### config.mk
export PLATFORM = sky130hd
export DESIGN_NAME = bilin_ram
export DESIGN_NICKNAME = d
export VERILOG_FILES = /design/src/sv/bilin_ram.sv
export SDC_FILE = /design/constraint.sdc
export NUM_CORES = 1
export LEC_CHECK = 0
export BUFFER_PORTS_ARGS = -buffer_cell sky130_fd_sc_hd__buf_2
export CAP_MARGIN = 5
export CORE_UTILIZATION = 50
export CTS_CLUSTER_SIZE = 16
export DETAILED_ROUTE_END_ITERATION = 16
export MAX_ROUTING_LAYER = met4
export PLACE_DENSITY_LB_ADDON = 0.12
export RECOVER_POWER = 25
export SLEW_MARGIN = 20
export SYNTH_ARGS = -nofsm -noshare
export SYNTH_HDL_FRONTEND = slang
export SYNTH_SLANG_ARGS = --single-unit
### constraint.sdc
create_clock -name clk -period 3.21 [get_ports clk]
set_clock_uncertainty 0.15 [all_clocks]
set_input_delay 0.321 -clock clk [delete_from_list [all_inputs] [get_ports clk]]
set_output_delay 0.321 -clock clk [all_outputs]
set_load 0.005 [all_outputs]
### src/sv/bilin_ram.sv
`timescale 1ns / 1ps
// Generic simple dual-port RAM: one write port, one read port, registered read.
// Read-first on an address collision. No dependencies.
module bilin_ram #(
    parameter int WIDTH = 16,
    parameter int DEPTH = 16
) (
    input  logic                     clk,
    input  logic                     wr_en,
    input  logic [$clog2(DEPTH)-1:0] wr_addr,
    input  logic [WIDTH-1:0]         wr_data,
    input  logic                     rd_en,
    input  logic [$clog2(DEPTH)-1:0] rd_addr,
    output logic [WIDTH-1:0]         rd_data
);

    logic [WIDTH-1:0] mem_reg [DEPTH];
    logic [WIDTH-1:0] rd_data_reg;

    // storage and registered read; a read in the write cycle returns old data
    always_ff @(posedge clk)
    begin
        if (wr_en)
        begin
            mem_reg[wr_addr] <= wr_data;
        end
        if (rd_en)
        begin
            rd_data_reg <= mem_reg[rd_addr];
        end
    end

    assign rd_data = rd_data_reg;

endmodule

==> results of run 1 <==
-- layout make-up --
| type | instances | area share (%) |
|---|---|---|
| multi-input combinational | 139 | 16.7 |
| antenna | 1 | 0.0213 |
| tap | 265 | 2.82 |
| sequential | 272 | 69.6 |
| clock buffer | 31 | 5.88 |
| clock inverter | 18 | 1.43 |
| timing repair buffer | 68 | 3.58 |
-- placed cells by master (no fill, tap or decap) --
cell	Yosys	routed
clkinv_1	0	5
clkinv_2	0	8
edfxtp_1	272	272
bufinv_16	0	3
clkbuf_16	0	27
nand3b_1	2	2
diode_2	0	1
clkbuf_1	8	14
buf_2	3	31
clkinvlp_4	0	1
a22oi_1	32	32
buf_12	0	2
or3b_2	1	1
nor3_2	0	4
nand2_1	17	17
nand2b_1	2	2
nor2b_1	2	2
inv_8	0	1
mux4_1	10	10
and2_1	1	1
buf_4	3	25
nor2_2	0	12
nand3_1	1	1
mux4_2	54	54
nor2_1	13	1
-- power groups by stage --
stage               Clock [W]  Sequential [W]  Combinational (W)
floorplan                   0         0.00409           0.000194
global placement            0         0.00409           0.000343
detailed placement          0         0.00410           0.000351
CTS                   0.00310         0.00402           0.000351
global route          0.00323         0.00403           0.000371
finish                0.00302         0.00402           0.000342
-- logic make-up after synthesis --
family	synth area share, %
flip-flops	80.0
multiplexers	14.5
buffers and inverters	1.21
AO/OA/AOI/OAI	2.35
AND/OR/NAND/NOR	1.89
-- routing by layer --
layer | part of all wire, % | GRT usage (%)
met2 | 46 | 31.6
met5 | 0 | -
met4 | 2.0 | 6.87
met1 | 44 | 32.4
met3 | 7.4 | 2.99
-- stage by stage --
stage | instance area, um^2 | worst slack [ns] | std cells | total power [W]
5_1_grt | 11700 | 1.35 | 794 | 0.00763
6_report | 11700 | 1.44 | 794 | 0.00738
2_1_floorplan | 10200 | 0.684 | 432 | 0.00429
3_3_place_gp | 10900 | 0.851 | 744 | 0.00444
4_1_cts | 11800 | 1.42 | 793 | 0.00747
3_5_place_dp | 10900 | 0.867 | 744 | 0.00445
-- worst paths after layout --
| check | from | endpoint | slack [ns] | depth (start not counted) |
|---|---|---|---|---|
| setup / recovery | rd_addr[0] | rd_data[10]$_DFFE_PP_ | 1.44 | 6 |
| hold / removal | wr_data[8] | mem_reg[3][8]$_DFFE_PP_ | 0.03 | 1 |
| setup reg to reg | mem_reg[0][0]$_DFFE_PP_ | rd_data[0]$_DFFE_PP_ | 1.60 | 3 |
| hold reg to reg | mem_reg[15][0]$_DFFE_PP_ | rd_data[0]$_DFFE_PP_ | 0.59 | 3 |
-- critical path: cells and delay by family --
family,cells,cell delay [ns]
AO/OA/AOI/OAI,1,0.19
buffers and inverters,3,0.73
multiplexers,1,0.54
AND/OR/NAND/NOR,1,0.07
==> metrics, run 1 <==
multi-input logic area=0.00196 mm^2; Core Box Area=0.0197 mm^2; TritonRoute pass-1 iters=4; Final Critical Period=1.77 ns; Tcrit/Tclk final=55.1%; final WL=20.4 mm; Worst Max-Slew Pin Slew=1.02 ns; CP Capture Type=flop; Final Hold Fails=0; Crit Path Category=in -> reg; Die ar.=0.0210 mm^2; Total GRT Usage=21.8%; Main synth FF type=edfxtp_1; H-tree Lvls=1; I/O pin cnt=43; Initial Util=51.7%; max FFs per register=256; max frequency=0.565 GHz; outcome=completed; Clk pwr share=40.9%; CP Cell Sequence=buf_4 > buf_12 > buf_4 > mux4_1 > a22oi_1 > nand2_1; Post-DP HPWL=11.2 mm; GP Congestion=0.736; via count=4,660; 1st-iter DRT viols=471; Final Max Slew Viols=0; clock-pin slew on the worst setup and hold paths=0.06 ns; Sequential Power Share=54.5%; Hold WC Path Type=in -> reg; first-pass GRT wire length=30.7 mm; Syn Area/Cell=23.6 um^2; post-CTS setup buffers=0; CP Max Fanout=21; sequential fraction of the synthesis area=80.0%; cell-internal power=0.00593 W; Net Count, Synth=459; Yosys top cell area share=80.0%; Setup Viol. Count Final=0; maximum clock path buffer count=3; Residual DRC=0; CTS sink count=272; worst IR drop on VDD=0.394 mV; Synth Register Bits=272; vias in the first global route=4,871; area leader, netlist=edfxtp_1; Setup TNS=0 ns; Reg area=0.00817 mm^2; Die Y=145 um; Critical Path RT=3.32 ns; CTS buffer count=27; PortBufs=42; utilization after layout=59.6%; vias per cell=5.87; Relative slew margins=31.8%; hold_buf cts=0; CP arrival=1.88 ns; Clock Tree Root=clkbuf_16; CTS tree=done; critical path launch point type=input port; ys async rst share=0%; number of max-cap violations=0; Leak=3.80 nW; die width=145 um; Psw=0.00145 W; gr ovfl total=0; fraction of layout cells with a size suffix above 1=32.0%; final hold slack=0.0319 ns; top cells by area, synth=edfxtp_1, mux4_2, mux4_1, a22oi_1, nand2_1; Ys Warns=0; most frequent CP cell=buf_4; area grow syn2layout=15.1%; nets=535; most common cell in the synthesized netlist=edfxtp_1; synth cell count leaders=edfxtp_1, mux4_2, a22oi_1; Mapped Cells=432; PostCTS Resize Cnt=0; slowest CP cell=mux4_1; largest net degree at the start of global routing=65; Synth Cell Area=0.0102 mm^2; fill count=1,397; FP Rows=51; Comb pwr share=4.6%; Post-synth EDFFs=272; RSZ-0062 raised after global routing=false; pwr/cell area=629 mW/mm^2; Distinct cells, synth=18; worst stage delay on the critical path=0.54 ns; sw frac=19.7%; Clock Latency Late Sink=0.51 ns; DR WL/cell=25.7 um; initial antenna violation count=1; remaining antenna violation count=0
Power figures use the tool's default switching activity.
==> run 2, diff against run 1 <==
- clock period: 3.21 -> 1.5 ns (I/O delays scaled with it)
==> metrics, run 2 (synthesis results as in run 1) <==
Crit Path Category=reg -> reg; Post-DP HPWL=11.6 mm (+3.6%); I/O pin cnt=43 (unchanged); Total GRT Usage=22.1% (+0.35 points); CTS buffer count=28 (+3.7%); final WL=20.9 mm (+2.4%); Tcrit/Tclk final=101%; die width=145 um (unchanged); Setup TNS=-0.0402 ns (-0.0402 ns); Die Y=145 um (unchanged); multi-input logic area=0.00203 mm^2 (+3.6%); commonest non-fill, non-tap cells in the layout=edfxtp_1, mux4_2, buf_2; PortBufs=42 (unchanged); DR WL/cell=25.2 um (-1.8%); first-pass GRT wire length=31.3 mm (+2.0%); initial antenna violation count=0 (-1); CTS tree=done; maximum clock path buffer count=3 (unchanged); fill count=1,364 (-2.4%); Die ar.=0.0210 mm^2 (unchanged); post-route setup slack=-0.0124 ns (-1.45 ns); grt met3 use=2.99% (unchanged); Initial Util=51.7% (unchanged); grt peak-use layer=met2; 1st-iter DRT viols=398 (-15%); vias in the first global route=5,105 (+4.8%); pwr/cell area=1310 mW/mm^2 (+110%); Final Hold Fails=0 (unchanged); RSZ-0062 raised after global routing=true; slowest CP cell=mux4_2; Residual DRC=0 (unchanged); CP Capture Type=flop; clock-pin slew on the worst setup and hold paths=0.06 ns (about the same); CP Cell Sequence=mux4_2 > a22oi_2 > nand2_1; Clock Tree Root=clkbuf_16; Final Critical Period=1.51 ns; CP arrival=1.64 ns (-0.24 ns); max frequency=0.661 GHz; worst stage delay on the critical path=0.48 ns (-0.06 ns); remaining antenna violation count=0 (unchanged); critical path launch point type=flop; Hold WC Path Type=in -> reg; Setup Viol. Count Final=5 (+5); CTS sink count=272 (unchanged); gr ovfl total=0 (unchanged); GP Congestion=0.721 (-2.0%); met2 GRT Util=33.5% (+1.9 points); met1 Resource Use GR=31.9% (-0.53 points); via count=4,807 (+3.2%); failing checks=negative setup slack; Critical Path RT=1.63 ns (-1.69 ns); FP Rows=51 (unchanged); max FFs per register=256 (unchanged); Reg area=0.00817 mm^2 (unchanged); number of max-cap violations=0 (unchanged); Core Box Area=0.0197 mm^2 (unchanged); leading cell type in the layout, fill and taps excluded=edfxtp_1; largest net degree at the start of global routing=28 (-57%); final cell count without fillers=828 (+4.3%); nets=569 (+6.4%); worst IR drop on VDD=0.888 mV (+130%); ant diodes=0 (-1); vias per cell=5.81 (-1.1%); Worst Max-Slew Pin Slew=0.712 ns (-0.311 ns); Relative slew margins=52.5% (+21 points); Placed Cells incl. Taps=760 (+2.2%); fraction of layout cells with a size suffix above 1=36.9% (+4.9 points); area grow syn2layout=21.3%; CP Max Fanout=1 (-95%); Clock Latency Late Sink=0.53 ns (+0.02 ns); Leak=4.02 nW (+5.6%); H-tree Lvls=1 (unchanged); TritonRoute pass-1 iters=4 (unchanged); outcome=finished with violations; Final Max Slew Viols=0 (unchanged)
==> run 2: cell count changes in the layout (fill, tap and decap cells not counted), sizes merged <==
cell         delta
dlygate4sd3    +17
buf            +16
clkbuf          +3
diode           -1
inv             -1
==> run 2: critical path, delay by kind of cell, from the launching register on <==
| family | cells | cell delay (ns) |
|---|---|---|
| multiplexers | 1 | 0.48 |
| flip-flops | 1 | 0.36 |
| AO/OA/AOI/OAI | 1 | 0.21 |
| AND/OR/NAND/NOR | 1 | 0.06 |
==> run 2: routing by layer <==
metal  up-vias  wire length, um
met5         -                0
met4         0              436
met3        33             1230
met2       175             9860
met1      2533             9350
li1       2066                -
==> run 2: worst paths after layout <==
check | start | slack (ns) | end | depth (start not counted)
worst max-delay path | mem_reg[11][9]$_DFFE_PP_ | -0.01 | rd_data[9]$_DFFE_PP_ | 3
worst min-delay path | wr_addr[1] | 0.01 | mem_reg[12][12]$_DFFE_PP_ | 3
worst max register to register | mem_reg[11][9]$_DFFE_PP_ | -0.01 | rd_data[9]$_DFFE_PP_ | 3
worst min register to register | mem_reg[14][6]$_DFFE_PP_ | 0.60 | rd_data[6]$_DFFE_PP_ | 3
==> run 2: timing repair <==
item / in CTS / in global routing
setup buffers: 0 / 0
hold buffers: 17 / 0
endpoints found under the setup margin: 12 / 16
hold endpoints to repair: 263 / 0
pin swaps: 5 / 4
gates resized for setup: 11 / 4
==> run 2: through the flow <==
| step | hold slack (ns) | total power (W) | cell area (um^2) | setup WS (ns) | utilization [%] |
|---|---|---|---|---|---|
| floorplan | 0.0989 | 0.00921 | 10300 | -0.321 | - |
| global placement | 0.363 | 0.00957 | 11300 | -0.362 | 57.1 |
| detailed placement | 0.378 | 0.00960 | 11300 | -0.386 | 57.1 |
| CTS | 0.00247 | 0.0163 | 12400 | -0.0155 | 62.7 |
| global route | 0.0236 | 0.0167 | 12400 | -0.0648 | 62.8 |
| finish | 0.0123 | 0.0162 | 12400 | -0.0124 | 62.8 |
==> run 2: power by group <==
group	total [W]	internal (W)	switching, W	leakage [nW]
clock	0.00673	0.00402	0.00271	0.438
sequential	0.00861	0.00856	0.0000434	2.47
combinational	0.000881	0.000413	0.000468	1.11
==> run 2: final cells by class <==
type | instances | area share [%]
Tap cell | 265 | 2.68
Timing Repair Buffer | 101 | 7.66
Clock buffer | 34 | 6.01
Clock inverter | 17 | 1.23
Sequential cell | 272 | 66.0
Multi-Input combinational cell | 139 | 16.4
